[src/dlip_pkg.sv]
`timescale 1ns / 1ps
package dlip_pkg;

    // Character codes
    localparam logic [7:0] CH_NEWLINE = 8'd10;
    localparam logic [7:0] CH_TAB     = 8'd9;
    localparam logic [7:0] CH_SPACE   = 8'd32;
    localparam logic [7:0] CH_MINUS   = 8'd45;
    localparam logic [7:0] CH_PERIOD  = 8'd46;
    localparam logic [7:0] CH_ZERO    = 8'd48;
    localparam logic [7:0] CH_NINE    = 8'd57;

    // Result status codes
    localparam logic [1:0] ST_OK      = 2'd0;
    localparam logic [1:0] ST_NOT_INT = 2'd1;
    localparam logic [1:0] ST_RANGE   = 2'd2;
    localparam logic [1:0] ST_BOUNDS  = 2'd3;

    // Register indexes
    localparam logic REG_BOUND_A = 1'b0;
    localparam logic REG_BOUND_B = 1'b1;

    localparam logic [31:0] MAG_LIMIT   = 32'h8000_0000;
    localparam logic [31:0] BOUND_A_RST = 32'h8000_0000;
    localparam logic [31:0] BOUND_B_RST = 32'h7FFF_FFFF;

    typedef struct packed {
        logic [1:0]         status;
        logic signed [31:0] number;
    } t_result;

endpackage

[src/dlip_parse.sv]
`timescale 1ns / 1ps
module dlip_parse
    import dlip_pkg::*;
(
    input  logic               i_clk,
    input  logic               i_rst_n,
    input  logic               i_step,
    input  logic [7:0]         i_char,
    input  logic signed [31:0] i_lo,
    input  logic signed [31:0] i_hi,
    output t_result            o_res
);

    localparam logic [1:0] PH_SKIP   = 2'd0;
    localparam logic [1:0] PH_MINUS  = 2'd1;
    localparam logic [1:0] PH_DIGITS = 2'd2;
    localparam logic [1:0] PH_TAIL   = 2'd3;

    logic [1:0]  r_phase, n_phase;
    logic        r_neg, n_neg;
    logic [31:0] r_mag, n_mag;
    logic        r_too_big, n_too_big;
    logic        r_reject, n_reject;

    logic               is_digit;
    logic [35:0]        mag_next;
    logic               mag_ovf;
    logic [31:0]        mag_digit;
    logic               pending;
    logic signed [31:0] value;

    assign is_digit  = (i_char >= CH_ZERO) && (i_char <= CH_NINE);
    // times ten as shift and add
    assign mag_next  = {1'b0, r_mag, 3'b000} + {3'b000, r_mag, 1'b0}
                     + {32'd0, i_char[3:0]};
    assign mag_ovf   = r_too_big || (mag_next > {4'd0, MAG_LIMIT});
    assign mag_digit = mag_ovf ? MAG_LIMIT : mag_next[31:0];

    always_comb begin
        n_phase   = r_phase;
        n_neg     = r_neg;
        n_mag     = r_mag;
        n_too_big = r_too_big;
        n_reject  = r_reject;
        if (i_char == CH_NEWLINE) begin
            n_phase   = PH_SKIP;
            n_neg     = 1'b0;
            n_mag     = '0;
            n_too_big = 1'b0;
            n_reject  = 1'b0;
        end else begin
            unique case (r_phase)
                PH_SKIP: begin
                    if (i_char == CH_SPACE || i_char == CH_TAB) begin
                        n_phase = PH_SKIP;
                    end else if (i_char == CH_MINUS) begin
                        n_neg   = 1'b1;
                        n_phase = PH_MINUS;
                    end else if (is_digit) begin
                        n_mag     = mag_digit;
                        n_too_big = mag_ovf;
                        n_phase   = PH_DIGITS;
                    end else begin
                        n_reject = 1'b1;
                        n_phase  = PH_TAIL;
                    end
                end
                PH_MINUS: begin
                    if (is_digit) begin
                        n_mag     = mag_digit;
                        n_too_big = mag_ovf;
                        n_phase   = PH_DIGITS;
                    end else begin
                        n_reject = 1'b1;
                        n_phase  = PH_TAIL;
                    end
                end
                PH_DIGITS: begin
                    if (is_digit) begin
                        n_mag     = mag_digit;
                        n_too_big = mag_ovf;
                    end else begin
                        n_reject = (i_char == CH_PERIOD);
                        n_phase  = PH_TAIL;
                    end
                end
                default: begin
                    n_phase = PH_TAIL;
                end
            endcase
        end
    end

    always_ff @(posedge i_clk) begin
        if (!i_rst_n) begin
            r_phase   <= PH_SKIP;
            r_neg     <= 1'b0;
            r_mag     <= '0;
            r_too_big <= 1'b0;
            r_reject  <= 1'b0;
        end else if (i_step) begin
            r_phase   <= n_phase;
            r_neg     <= n_neg;
            r_mag     <= n_mag;
            r_too_big <= n_too_big;
            r_reject  <= n_reject;
        end
    end

    // Verdict for a line ending now
    assign pending = (r_phase == PH_DIGITS) || (r_phase == PH_TAIL && !r_reject);
    assign value   = r_neg ? $signed(-r_mag) : $signed(r_mag);

    always_comb begin
        o_res.status = ST_NOT_INT;
        o_res.number = '0;
        if (pending) begin
            if (r_too_big || (!r_neg && r_mag[31])) begin
                o_res.status = ST_RANGE;
            end else if (value >= i_lo && value <= i_hi) begin
                o_res.status = ST_OK;
                o_res.number = value;
            end else begin
                o_res.status = ST_BOUNDS;
            end
        end
    end

endmodule

[src/decimal_line_int_parser.sv]
`timescale 1ns / 1ps
// A newline passes through the input register and then the result register before its result shows on the master side.
// Throughput: one character per cycle, except that a newline waits while the result slot is full; the
// magnitude update (shift-add times ten, add digit, compare to 2^31) is the combinational path that sets this rate.
// Reset: synchronous, active low; clears the line state, both stage valids, and loads the
// bounds with -2^31 and 2^31-1.
module decimal_line_int_parser
    import dlip_pkg::*;
(
    input  logic        i_clk,
    input  logic        i_rst_n,
    // character stream
    input  logic        s_tvalid,
    output logic        s_tready,
    input  logic [7:0]  s_tdata,   // [7:0] char_in
    // line results
    output logic        m_tvalid,
    input  logic        m_tready,
    output logic [31:0] m_tdata,   // [31:0] number
    output logic [1:0]  m_tuser,   // [1:0] status
    // configuration
    input  logic        psel,
    input  logic        penable,
    input  logic        pwrite,
    input  logic [2:0]  paddr,
    input  logic [31:0] pwdata,
    output logic [31:0] prdata,
    output logic        pready
);

    // Bound registers as written, plus an ordered copy (low, high)
    logic signed [31:0] r_bound_a;
    logic signed [31:0] r_bound_b;
    logic signed [31:0] r_lo;
    logic signed [31:0] r_hi;

    // Input register stage
    logic       r_in_valid;
    logic [7:0] r_char;

    // Result register stage
    logic    r_out_valid;
    t_result r_out;

    logic    cfg_wr;
    logic    is_nl;
    logic    out_free;
    logic    step;
    t_result line_res;

    assign pready = 1'b1;
    assign cfg_wr = psel && penable && pwrite && pready;

    // Register index is the word address; low byte bits do not decode
    always_comb begin
        unique case (paddr[2])
            REG_BOUND_A: prdata = r_bound_a;
            REG_BOUND_B: prdata = r_bound_b;
            default:     prdata = '0;
        endcase
    end

    always_ff @(posedge i_clk) begin
        if (!i_rst_n) begin
            r_bound_a <= BOUND_A_RST;
            r_bound_b <= BOUND_B_RST;
            r_lo      <= BOUND_A_RST;
            r_hi      <= BOUND_B_RST;
        end else begin
            if (cfg_wr && paddr[2] == REG_BOUND_A) begin
                r_bound_a <= pwdata;
            end
            if (cfg_wr && paddr[2] == REG_BOUND_B) begin
                r_bound_b <= pwdata;
            end
            // Swap when the bounds come in reverse order; the ordered copy is registered from the written bounds
            // and settles before any character taken afterward reaches the parser
            if (r_bound_a > r_bound_b) begin
                r_lo <= r_bound_b;
                r_hi <= r_bound_a;
            end else begin
                r_lo <= r_bound_a;
                r_hi <= r_bound_b;
            end
        end
    end

    // A newline needs the result slot; other characters always advance
    assign is_nl    = (r_char == CH_NEWLINE);
    assign out_free = !r_out_valid || m_tready;
    assign step     = r_in_valid && (!is_nl || out_free);
    assign s_tready = !r_in_valid || step;

    always_ff @(posedge i_clk) begin
        if (!i_rst_n) begin
            r_in_valid <= 1'b0;
        end else if (s_tready) begin
            r_in_valid <= s_tvalid;
        end
    end

    always_ff @(posedge i_clk) begin
        if (s_tready && s_tvalid) begin
            r_char <= s_tdata;
        end
    end

    dlip_parse u_parse (
        .i_clk   (i_clk),
        .i_rst_n (i_rst_n),
        .i_step  (step),
        .i_char  (r_char),
        .i_lo    (r_lo),
        .i_hi    (r_hi),
        .o_res   (line_res)
    );

    // Load the result slot on a newline, drop it once taken
    always_ff @(posedge i_clk) begin
        if (!i_rst_n) begin
            r_out_valid <= 1'b0;
        end else if (step && is_nl) begin
            r_out_valid <= 1'b1;
        end else if (m_tready) begin
            r_out_valid <= 1'b0;
        end
    end

    always_ff @(posedge i_clk) begin
        if (step && is_nl) begin
            r_out <= line_res;
        end
    end

    assign m_tvalid = r_out_valid;
    assign m_tdata  = r_out.number;
    assign m_tuser  = r_out.status;

`ifndef NO_ASSERTIONS
    a_number_zero_unless_ok: assert property (@(posedge i_clk) disable iff (!i_rst_n)
        (m_tvalid && m_tuser != ST_OK) |-> (m_tdata == '0))
        else $error("nonzero number on a rejected line");

    a_ok_within_bounds: assert property (@(posedge i_clk) disable iff (!i_rst_n)
        (step && is_nl && line_res.status == ST_OK)
            |-> (line_res.number >= r_lo && line_res.number <= r_hi))
        else $error("accepted number outside bounds");

    a_bounds_ordered: assert property (@(posedge i_clk) disable iff (!i_rst_n)
        r_lo <= r_hi)
        else $error("ordered bounds out of order");

    a_newline_held: assert property (@(posedge i_clk) disable iff (!i_rst_n)
        (r_in_valid && is_nl && r_out_valid && !m_tready)
            |=> (r_in_valid && is_nl && r_out_valid))
        else $error("newline lost while result slot full");
`endif

endmodule
[config.mk]
export PLATFORM = sky130hd
export DESIGN_NAME = decimal_line_int_parser
export DESIGN_NICKNAME = d
export VERILOG_FILES = /design/src/dlip_pkg.sv /design/src/dlip_parse.sv /design/src/decimal_line_int_parser.sv
export SDC_FILE = /design/constraint.sdc
export NUM_CORES = 1
export LEC_CHECK = 0
export BUFFER_PORTS_ARGS = -buffer_cell sky130_fd_sc_hd__buf_4
export CAP_MARGIN = 30
export CORE_MARGIN = 2
export CORE_UTILIZATION = 35
export CTS_CLUSTER_DIAMETER = 50
export DETAILED_ROUTE_END_ITERATION = 8
export PLACE_DENSITY_LB_ADDON = 0.25
export SLEW_MARGIN = 20
export SYNTH_ARGS = -nofsm -noshare
export SYNTH_HDL_FRONTEND = slang
export SYNTH_SLANG_ARGS = --single-unit
[constraint.sdc]
create_clock -name i_clk -period 8.8 [get_ports i_clk]
set_clock_uncertainty 0.15 [all_clocks]
set_input_delay 0.44 -clock i_clk [delete_from_list [all_inputs] [get_ports i_clk]]
set_output_delay 0.44 -clock i_clk [all_outputs]
set_load 0.01 [all_outputs]
==> results of run 1 <==
-- report_power, final --
| group | switching (mW) | internal [mW] |
|---|---|---|
| sequential | 0.0236 | 1.01 |
| combinational | 0.138 | 0.115 |
| clock | 0.481 | 0.828 |
| total | 0.642 | 1.96 |
-- final timing paths --
path,startpoint,end,slack [ns],depth (start not counted)
worst max-delay path,u_parse.r_mag[7],m_tdata[17],2.58,17
worst min-delay path,s_tvalid,r_in_valid,0.04,3
worst max register to register,u_parse.r_mag[7],m_tdata[17],2.58,17
worst min register to register,r_bound_a[0],r_bound_a[0],0.33,2
-- cells by family (layout without fill, tap and decap cells) --
| kind of cell | count (synthesis) | count (layout) | share of synthesized area (%) |
|---|---|---|---|
| fa+ha+maj | 166 | 166 | 15.5 |
| xor+xnor | 51 | 51 | 3.30 |
| compound gates | 376 | 376 | 19.3 |
| buf+inv | 194 | 341 | 5.65 |
| flops | 209 | 209 | 34.1 |
| simple gates | 484 | 484 | 17.0 |
| other cells | 1 | 1 | 0.0277 |
| mux | 66 | 66 | 5.18 |
-- sequential cells by signal (all words and copies together), names as in the netlist --
signal / cells
r_lo: 32
r_hi: 32
u_parse.r_mag: 32
r_bound_a: 32
u_parse.r_reject: 1
m_tvalid: 1
r_in_valid: 1
m_tuser: 2
u_parse.r_phase: 2
u_parse.r_neg: 1
m_tdata: 32
u_parse.r_too_big: 1
r_char: 8
r_bound_b: 32
-- metrics by stage --
| stage | worst slack [ns] | power [mW] | utilization, % |
|---|---|---|---|
| after floorplan | 3.56 | 1.21 | - |
| after global placement | 2.48 | 1.29 | 39.1 |
| after CTS | 2.46 | 2.63 | 43.1 |
| after global routing | 2.23 | 2.71 | 43.2 |
| final | 2.58 | 2.60 | 43.2 |
| after detailed placement | 2.48 | 1.30 | 39.2 |
-- worst max-delay path: cells and delay by family (launching register included) --
family          cells  cell delay (ns)
buf+inv             1             0.28
xor+xnor            1             0.22
compound gates      2             0.98
flops               1             0.39
fa+ha+maj           1             0.34
simple gates       12             3.71
-- placed cells by master (no fill, tap or decap), types with 39 or more instances in the layout --
cell / netlist / final
nand2_1: 216 / 216
dfxtp_1: 167 / 167
ha_1: 164 / 164
inv_1: 122 / 122
buf_4: 2 / 121
o21ai_0: 75 / 75
a21oi_1: 62 / 62
nor2_1: 59 / 56
nand3_1: 52 / 52
a21o_1: 45 / 45
nor2b_1: 42 / 42
a21boi_0: 42 / 42
edfxtp_1: 42 / 42
dlygate4sd3_1: 0 / 40
o211ai_1: 39 / 39
-- per-layer routing --
layer	wire (µm)	up-vias
met5	0	-
met4	1120	0
met3	1500	64
met2	16800	283
met1	16700	5270
li1	-	5770
-- timing repair --
action | 4_1_cts | 5_1_grt
hold buffers | 40 | 0
setup buffers | 0 | 0
endpoints found under the hold margin | 49 | 0
-- layout make-up --
class	instances	area, µm²
Fill cell	3752	21500
Multi-Input combinational cell	1144	8190
Sequential cell	209	4600
Timing Repair Buffer	163	1360
Clock buffer	32	779
Tap cell	511	639
Inverter	122	458
Clock inverter	24	329
==> results.md, run 1 <==
* Cells after DPL at roughly 2,100
* Worst path cell trace: or4_1 > or3_1 > or3_1 > nand2b_1 > nand2b_1 > nand2b_1 > o41ai_1 > xnor2_1 > ha_1 > nand4_1 > or2_2 > or4_1 > a2111oi_0 > nor3_1 > or4_1 > buf_4 > nor2b_1
* Seq/Total Area, Yosys at around 34%
* RSZ-0062 raised after global routing: false
* Die area at between 0.04 and 0.05 mm²
* Period utilisation layout at between 70% and 80%
* Mapped Nets at 1,763
* CTS sink cnt at around 210
* M3 GR Usage at 2.08%
* Fmax at 0.161 GHz
* Cell with the most instances after synthesis: nand2_1
* Largest net degree at the start of global routing at 108
* Vias in the first global route at 10,982
* Max-slew violation count at 0
* Synth top area cells: dfxtp_1 (25%), ha_1 (15%), edfxtp_1 (9.3%), nand2_1 (6.0%), inv_1 (3.4%)
* Dpl hpwl at 27,000 µm
* Clock period minus worst slack at 6.22 ns
* Avg Synthesized Cell Area at 8.74 µm²
* Post-DR wirelength/cell at around 16 µm
* Total number of yosys warnings at 0
* FFs w/ async S/R, synth at 0%
* Worst-path maximum fanout at 32
* Critical Path Sink Type: flip-flop
* Width of the die at 201 µm
* Grt met2 use at 29.4%
* Vias post-DR at 11,387
* Worst-path clk slew at roughly 0.060 ns
* Detailed Route WL at roughly 36,000 µm
* Setup TNS at 0 ns
* Hold slack at 0.0365 ns
* Finish-stage setup viols at 0
* M1 GR Usage at about a quarter
* Critical path's slowest cell: a2111oi_0
* CTS H-tree lvls at 1
* GR Overflow Total at 0
* CP Class: flip-flop to flip-flop
* Initial DRC Count at 748
* Ports at 119
* Status: finished clean
* Synthesized area at 0.0135 mm²
* Die height at roughly 200 µm
* PostCTS Resize Cnt at 0
* Post-synth top cells: nand2_1 (216), dfxtp_1 (167), ha_1 (164)
* Top cell type's share of synthesized area at around a quarter
* Clk buf depth at 3
* Count of cell types in the netlist at 75
* Max Cap Viol at 0
* Startpoint Class: flip-flop
* Post-synth EDFFs at 42
* Overall routing resource usage at 17.5%
* Initial Utilization at between 30% and 40%
* CTS tree: built
* Fin area at roughly 0.016 mm²
* Pwr Density at 159 mW/mm²
* Worst endpoint data arrival time at ~6.5 ns
* DP Area at approximately 0.015 mm²
* Area growth, synth to finish at 21.0%
* Vias per cell at a little over 5
* Worst Max-Slew Pin Slew at 0.882 ns
* Initial antenna violation count at 0
* Buffers on Ports at 115
* Max stage delay on crit path at 0.65 ns
* Global-route wire length before repair at 58,200 µm
* TritonRoute pass-1 iters at 5
* Primary FF master, synth: dfxtp_1
* Leakage power at 7.85 nW
* Num rows at 71
* Rel. slew slack at 41.2%
* Worst Path Required at 9.05 ns
* Non-filler cells, final at ~2,200
* Nets@finish at 1,886
* Max VDD drop at 0.000121 V
* Clock Root Buffer: clkbuf_16
* Biggest area consumer among synthesized cells: dfxtp_1
* Ant diodes at 0
* Hold Vio Cnt, Final at 0
* Layout cells sized above 1 at 13.8%
* Synth Register Bits at 209
* Global placer's final weighted congestion at around 0.87
* Mapped Cells at 1,547
* TritonCTS buffer count at 30
* Core outline area at 0.0378 mm²
* Worst-Skew Late Latency at 0.55 ns
* Final ANT Viol Nets at 0
* # DRC at 0
* Grt peak-use layer: met2
* HP Class: input pin to flip-flop
(Power assumes the default switching activity.)
==> inputs of run 2 (changes only) <==
--- a/config.mk
+++ b/config.mk
@@ -5,6 +5,7 @@
 export SDC_FILE = /design/constraint.sdc
 export NUM_CORES = 1
 export LEC_CHECK = 0
+export ABC_AREA = 1
 export BUFFER_PORTS_ARGS = -buffer_cell sky130_fd_sc_hd__buf_4
 export CAP_MARGIN = 30
 export CORE_MARGIN = 2
==> constraint.sdc (replaced) <==
create_clock -name i_clk -period 6.25 [get_ports i_clk]
set_clock_uncertainty 0.15 [all_clocks]
set_input_delay 0.3125 -clock i_clk [delete_from_list [all_inputs] [get_ports i_clk]]
set_output_delay 0.3125 -clock i_clk [all_outputs]
set_load 0.01 [all_outputs]
==> run 2 against run 1 <==
  * Global-route usage rose by 0.75 points
  * Sequential cell count did not move
  * Via count rose by 16%
  * Register-to-register slack got worse by 1.4 ns
  * Cell count rose by 24%
  * Power rose by 30%
  * Setup slack got worse by 1.4 ns
  * Sequential share of layout area fell by 1.1 points
  * Wire length rose by 6.5%
  * Critical endpoint is now m_tdata[4]
==> results.md, run 2 <==
* Post-synth EDFFs at 42 (unchanged)
* Initial antenna violation count at 0 (unchanged)
* Total power at 3.39 mW (+30%)
* Top cell type's share of synthesized area at 23.3% (-1.5 points)
* Worst Max-Slew Pin Slew at 0.940 ns (+0.0583 ns)
* HP Class: input pin to flip-flop
* Rel. slew slack at 37.3% (-3.9 points)
* Biggest area consumer among synthesized cells: dfxtp_1
* Largest net degree at the start of global routing at 129 (+19%)
* Worst endpoint data arrival time at 5.21 ns (-1.27 ns)
* Finish-stage setup viols at 0 (unchanged)
* Fmax at 0.198 GHz (+23%)
* # DRC at 0 (unchanged)
* Final ANT Viol Nets at 0 (unchanged)
* Vias post-DR at 13,182 (+16%)
* Area of the multi-input gates at 0.00813 mm² (-0.72%)
* Synthesized area at 0.0144 mm² (+6.2%)
* Synth top area cells: dfxtp_1 (23%), ha_1 (14%), nand2_1 (12%), inv_1 (9.1%), edfxtp_1 (8.8%)
* Num rows at 74 (+4.2%)
* Overall routing resource usage at 18.2% (+0.75 points)
* Pwr Density at 199 mW/mm² (+25%)
* Startpoint Class: flip-flop
* Setup TNS at 0 ns (unchanged)
* Avg Synthesized Cell Area at 7.01 µm² (-20%)
* Status: finished clean
* Post-DR wirelength/cell at 14.1 µm (-14%)
* Non-filler cells, final at 2,724 (+24%)
* CTS sink cnt at 209 (unchanged)
* Worst-path clk slew at 0.07 ns (about the same)
* Leakage power at 8.66 nW (+10%)
* Dpl hpwl at 29,900 µm (+11%)
* Global placer's final weighted congestion at 0.887 (+2.1%)
* Clock Power Share at 46.7% (-3.6 points)
* Seq pwr share at 42.9% (+3.0 points)
* Worst-Skew Late Latency at 0.55 ns (about the same)
* Seq/Total Area, Yosys at 32.1% (-2.0 points)
* Cells after DPL at 2,634 (+25%)
* Logic pwr share at 10.4% (+0.7 points)
* Vias per cell at 4.84 (-6.3%)
* Detailed Route WL at 38,500 µm (+6.5%)
* Global-route wire length before repair at 63,000 µm (+8.2%)
* Clk buf depth at 3 (unchanged)
* Primary FF master, synth: dfxtp_1
* TritonCTS buffer count at 26 (-13%)
* Clock period minus worst slack at 5.06 ns (-1.16 ns)
* Layout cells sized above 1 at 10.2% (-3.6 points)
* Commonest non-fill, non-tap cell in the layout: nand2_1
* Core outline area at 0.0406 mm² (+7.4%)
* TritonRoute pass-1 iters at 6 (+1)
* Max VDD drop at 0.000170 V (+40%)
* Ant diodes at 0 (unchanged)
* Die height at 207 µm (+3.0%)
* Total number of yosys warnings at 0 (unchanged)
* Final Util at 41.9% (-1.3 points)
* Switch share at 26.1% (+1.4 points)
* Synth Register Bits at 209 (unchanged)
* Clock Root Buffer: clkbuf_16
* Hold Vio Cnt, Final at 0 (unchanged)
* Fill cells at 4,201 (+12%)
* Buffers on Ports at 115 (unchanged)
* PostCTS Resize Cnt at 0 (unchanged)
* Initial Utilization at 35.3% (-0.39 points)
* Width of the die at 207 µm (+3.0%)
* Mapped Cells at 2,048 (+32%)
* Max Cap Viol at 0 (unchanged)
* FFs w/ async S/R, synth at 0% (unchanged)
* CTS tree: built
* Period utilisation layout at 80.9% (+10 points)
* Initial DRC Count at 740 (-1.1%)
* Register Area at 0.00460 mm² (unchanged)
* Vias in the first global route at 12,575 (+15%)
* Cell with the most instances after synthesis: nand2_1
* Post-synth top cells: nand2_1 (456), inv_1 (347), a21oi_1 (208)
* Worst Path Required at 6.40 ns (-2.65 ns)
* Ports at 119 (unchanged)
* Mapped Nets at 2,264 (+28%)
* Nets@finish at 2,389 (+27%)
* Worst-path maximum fanout at 16 (-50%)
* RSZ-0062 raised after global routing: false
* Critical Path Sink Type: flip-flop
* Die area at 0.0427 mm² (+6.1%)
* Count of cell types in the netlist at 48 (-36%)
* Psw at 887 µW (+38%)
* Most frequent cells in the layout: nand2_1 (456), inv_1 (347), a21oi_1 (208), dfxtp_1 (167), ha_1 (164)
* CP Class: flip-flop to flip-flop
* Area growth, synth to finish at 18.5%
* Hold slack at 0.100 ns (+0.0637 ns)
* P_int at 2.51 mW (+28%)
* GR Overflow Total at 0 (unchanged)
* CTS H-tree lvls at 1 (unchanged)
* Max-slew violation count at 0 (unchanged)
[run 2: worst paths after layout]
check / from / to / slack [ns] / cells past startpoint
worst max-delay path: u_parse.r_mag[0] / m_tdata[4] / 1.19 / 23
worst min-delay path: penable / r_bound_a[31] / 0.10 / 5
worst max register to register: u_parse.r_mag[0] / m_tdata[4] / 1.19 / 23
worst min register to register: m_tvalid / m_tvalid / 0.35 / 2
[run 2: what timing repair did]
action                    in CTS  in global routing
hold endpoints to repair      74                  0
hold buffers                  42                  0
setup buffers                  0                  0
[run 2: stage by stage]
stage	instance area (µm²)	worst slack (ns)
2_1_floorplan	14400	2.30
3_3_place_gp	15700	1.25
3_5_place_dp	15700	1.20
4_1_cts	17000	1.16
5_1_grt	17000	0.752
6_report	17000	1.19
[run 2: cells by family (layout without fill, tap and decap cells)]
| family | count (synthesis) | in the layout | share of synthesized area [%] |
|---|---|---|---|
| AOI/OAI and AO/OA | 428 | 428 | 16.1 |
| and+or+nand+nor | 790 | 790 | 23.7 |
| other | 1 | 1 | 0.0261 |
| buffers and inverters | 422 | 566 | 11.5 |
| xor gates and xnor gates | 32 | 32 | 2.06 |
| DFF | 209 | 209 | 32.1 |
| adders and majority gates | 166 | 166 | 14.6 |
[run 2: layer usage]
layer  vias to the layer above  track usage, %  wire [µm]
met5                         -               0          0
met4                         0            5.36        959
met3                        55            1.92       1500
met2                       235            30.5      17700
met1                      5942            24.8      18400
li1                       6950               -          -
[run 2: critical path, cell delays in order, from the launching register on]
cell and delay (ns):
dfxtp_1 0.32, inv_1 0.23, ha_1 0.20, inv_1 0.05, nor3_1 0.26, nand3_1 0.16, nor3_1 0.27, nand2_1 0.15
o21ai_1 0.34, nand2_1 0.15, or2_0 0.24, xor2_1 0.22, inv_1 0.10, ha_1 0.28, nand2_1 0.05, nor2_1 0.14
nand4_1 0.19, nor3_1 0.33, o21ai_0 0.26, nand3_1 0.12, nand3_1 0.11, nand4_1 0.15, buf_4 0.25, nor2_1 0.07
[run 2: final cells by class]
type	count	area share, %
multi-input cells	1417	47.8
flip-flops and latches	209	27.1
repair buffers	167	8.06
inverters	352	7.76
clock buffers	32	4.26
well taps	532	3.91
clock inverters	15	1.20
[run 2: power groups by stage]
stage          logic, mW  registers (mW)  clock network [mW]
6_report           0.354            1.45                1.58
5_1_grt            0.405            1.46                1.68
4_1_cts            0.353            1.46                1.62
3_3_place_gp       0.324            1.48                   0
3_5_place_dp       0.329            1.48                   0
2_1_floorplan      0.224            1.48                   0
==> inputs of run 3 (changes only) <==
--- a/config.mk
+++ b/config.mk
@@ -5,7 +5,7 @@
 export SDC_FILE = /design/constraint.sdc
 export NUM_CORES = 1
 export LEC_CHECK = 0
-export ABC_AREA = 1
+export ABC_AREA = 0
 export BUFFER_PORTS_ARGS = -buffer_cell sky130_fd_sc_hd__buf_4
 export CAP_MARGIN = 30
 export CORE_MARGIN = 2
==> constraint.sdc (replaced) <==
create_clock -name i_clk -period 5.3 [get_ports i_clk]
set_clock_uncertainty 0.15 [all_clocks]
set_input_delay 0.265 -clock i_clk [delete_from_list [all_inputs] [get_ports i_clk]]
set_output_delay 0.265 -clock i_clk [all_outputs]
set_load 0.01 [all_outputs]
==> run 3 against run 2 <==
  * Register-to-register slack lost 1.2 ns
  * Final area shrank 2.2%
  * Critical endpoint is now m_tdata[26]
  * Largest cell class unchanged
  * Sequential share of layout area grew 0.62 points
  * Sequential power grew 19%
  * Power grew 18%
==> results.md, run 3 (synthesis gave the netlist of run 1 again) <==
* Setup TNS at 0 ns (unchanged)
* Worst-Skew Late Latency at 0.53 ns (-0.02 ns)
* Area growth, synth to finish at 23.1%
* Critical path's slowest cell: or4_4
* Num rows at 71 (-4.1%)
* Vias per cell at 5.13 (+6.0%)
* Non-filler cells, final at 2,237 (-18%)
* Crit-path most repeated cell: a21o_1
* Dpl hpwl at 27,900 µm (-6.7%)
* WHS Path Cells at 2 (-3)
* Vias in the first global route at 11,196 (-11%)
* Fill cells at 3,735 (-11%)
* Hold Vio Cnt, Final at 0 (unchanged)
* Max Cap Viol at 0 (unchanged)
* Final Util at 44.0% (+2.1 points)
* GR Overflow Total at 0 (unchanged)
* Core outline area at 0.0378 mm² (-6.9%)
* Leakage power at 7.98 nW (-7.8%)
* Die area at 0.0402 mm² (-5.8%)
* CP Class: flip-flop to flip-flop
* Max VDD drop at 0.000185 V (+9.0%)
* Finish-stage setup viols at 0 (unchanged)
* Nets@finish at 1,922 (-20%)
* Global-route wire length before repair at 59,200 µm (-5.9%)
* CTS tree: built
* R2r endpoint: m_tdata[26]
* Max-slew violation count at 0 (unchanged)
* Clock Root Buffer: clkbuf_16
* Most frequent cells in the layout: nand2_1 (216), dfxtp_1 (166), ha_1 (164), buf_4 (151), inv_1 (122)
* CTS H-tree lvls at 1 (unchanged)
* Clk buf depth at 3 (unchanged)
* Startpoint Class: flip-flop
* Commonest non-fill, non-tap cell in the layout: nand2_1
* Fmax at 0.189 GHz (-4.5%)
* # DRC at 0 (unchanged)
* Worst hold start: i_rst_n
* Worst path cell trace: or4_4 > or3_4 > or3_1 > nand2b_1 > o41ai_1 > xnor2_1 > ha_1 > a21o_1 > a21o_1 > a21o_1 > a21oi_2 > nor2b_1 > o31a_1 > nor4_2 > a211oi_2 > or4_4 > clkbuf_16 > nor2b_1
* Post-DR wirelength/cell at 16.7 µm (+18%)
* Initial antenna violation count at 0 (unchanged)
* Global placer's final weighted congestion at 0.859 (-3.1%)
* TritonCTS buffer count at 27 (+3.8%)
* Layout cells sized above 1 at 16.6% (+6.4 points)
* Detailed Route WL at 37,400 µm (-2.9%)
* Pwr Density at 240 mW/mm² (+20%)
* RSZ-0062 raised after global routing: true
* Rel. slew slack at 36.3% (-0.98 points)
* TritonRoute pass-1 iters at 5 (-1)
* Status: finished clean
* Area of the multi-input gates at 0.00836 mm² (+2.8%)
* Period utilisation layout at 100% (+19 points)
* Worst Max-Slew Pin Slew at 0.946 ns (+0.00591 ns)
* CTS sink cnt at 209 (unchanged)
* Initial DRC Count at 715 (-3.4%)
* Max stage delay on crit path at 0.56 ns (+0.22 ns)
* Largest net degree at the start of global routing at 88 (-32%)
* Buffers on Ports at 115 (unchanged)
* HP Class: input pin to flip-flop
* Worst Path Required at 5.53 ns (-0.87 ns)
* Reg-to-reg startpoint: u_parse.r_mag[7]
* Hold slack at 0.103 ns (+0.00293 ns)
* Worst endpoint data arrival time at 5.53 ns (+0.32 ns)
* Overall routing resource usage at 17.9% (-0.36 points)
* Clock period minus worst slack at 5.30 ns (+0.240 ns)
* Cell count of the worst reg-to-reg path at 18 (-22%)
* Total power at 3.99 mW (+18%)
* Critical Path Sink Type: flip-flop
* Die height at 201 µm (-2.9%)
* Cells after DPL at 2,138 (-19%)
* Width of the die at 201 µm (-2.9%)
* Final ANT Viol Nets at 0 (unchanged)
* Worst-path clk slew at 0.06 ns (about the same)
* Ant diodes at 0 (unchanged)
* Vias post-DR at 11,475 (-13%)
* Register Area at 0.00461 mm² (about the same)
* Worst-path maximum fanout at 8 (-8)
* Ports at 119 (unchanged)
* Reg2reg setup slack at 0.001 ns (-1.19 ns)
* Initial Utilization at 35.7% (+0.39 points)
* Hold endpoint: r_hi[26]
==> run 3: what timing repair did <==
action / CTS / global route
gates resized for setup: 9 / 26
cloned: 0 / 2
pin swaps: 1 / 13
hold buffers: 46 / 0
hold endpoints to repair: 74 / 0
buffers inserted: 0 / 1
setup endpoints to repair: 32 / 33
==> run 3: power breakdown <==
group	switching (mW)	internal [mW]
sequential	0.0388	1.68
clock	0.727	1.09
combinational	0.243	0.207
total	1.01	2.98
==> run 3: worst max-delay path, delay by kind of cell, from the launching register on <==
kind	cells	cell delay (ns)
AO/OA/AOI/OAI	7	1.52
XOR/XNOR	1	0.24
adder cells (fa/ha/maj)	1	0.23
buffers and inverters	1	0.21
flip-flops	1	0.32
AND/OR/NAND/NOR	8	2.47
==> run 3: cell type report <==
type | instances | share of cell area, %
Clock buffer | 35 | 4.42
Clock inverter | 14 | 0.962
Inverter | 122 | 2.75
Multi-Input combinational cell | 1144 | 50.2
Sequential cell | 209 | 27.7
Tap cell | 511 | 3.84
Timing Repair Buffer | 202 | 10.1
==> run 3: metrics by stage <==
stage / cell area (µm²) / setup WS (ns)
global route: 16600 / -0.194
CTS: 16500 / 0.00148
global placement: 15000 / -0.0625
finish: 16600 / 0.00103
floorplan: 13500 / 0.0590
detailed placement: 15100 / -0.224
==> run 3: layer usage <==
metal / vias up / GRT usage, % / share of wire, %
met5: - / 0 / 0
met4: 0 / 5.32 / 3.0
met3: 62 / 1.92 / 3.5
met2: 227 / 30.5 / 47
met1: 5342 / 23.8 / 47
li1: 5844 / - / -
==> run 3: worst max-delay path by stage <==
stage                          start          end  slack, ns
detailed placement  u_parse.r_mag[7]  m_tdata[13]      -0.22
CTS                 u_parse.r_mag[7]  m_tdata[13]      0.001
floorplan           u_parse.r_mag[7]  m_tdata[10]       0.06
global placement    u_parse.r_mag[7]  m_tdata[14]      -0.06
finish              u_parse.r_mag[7]  m_tdata[26]      0.001
global route        u_parse.r_mag[7]  m_tdata[26]      -0.19
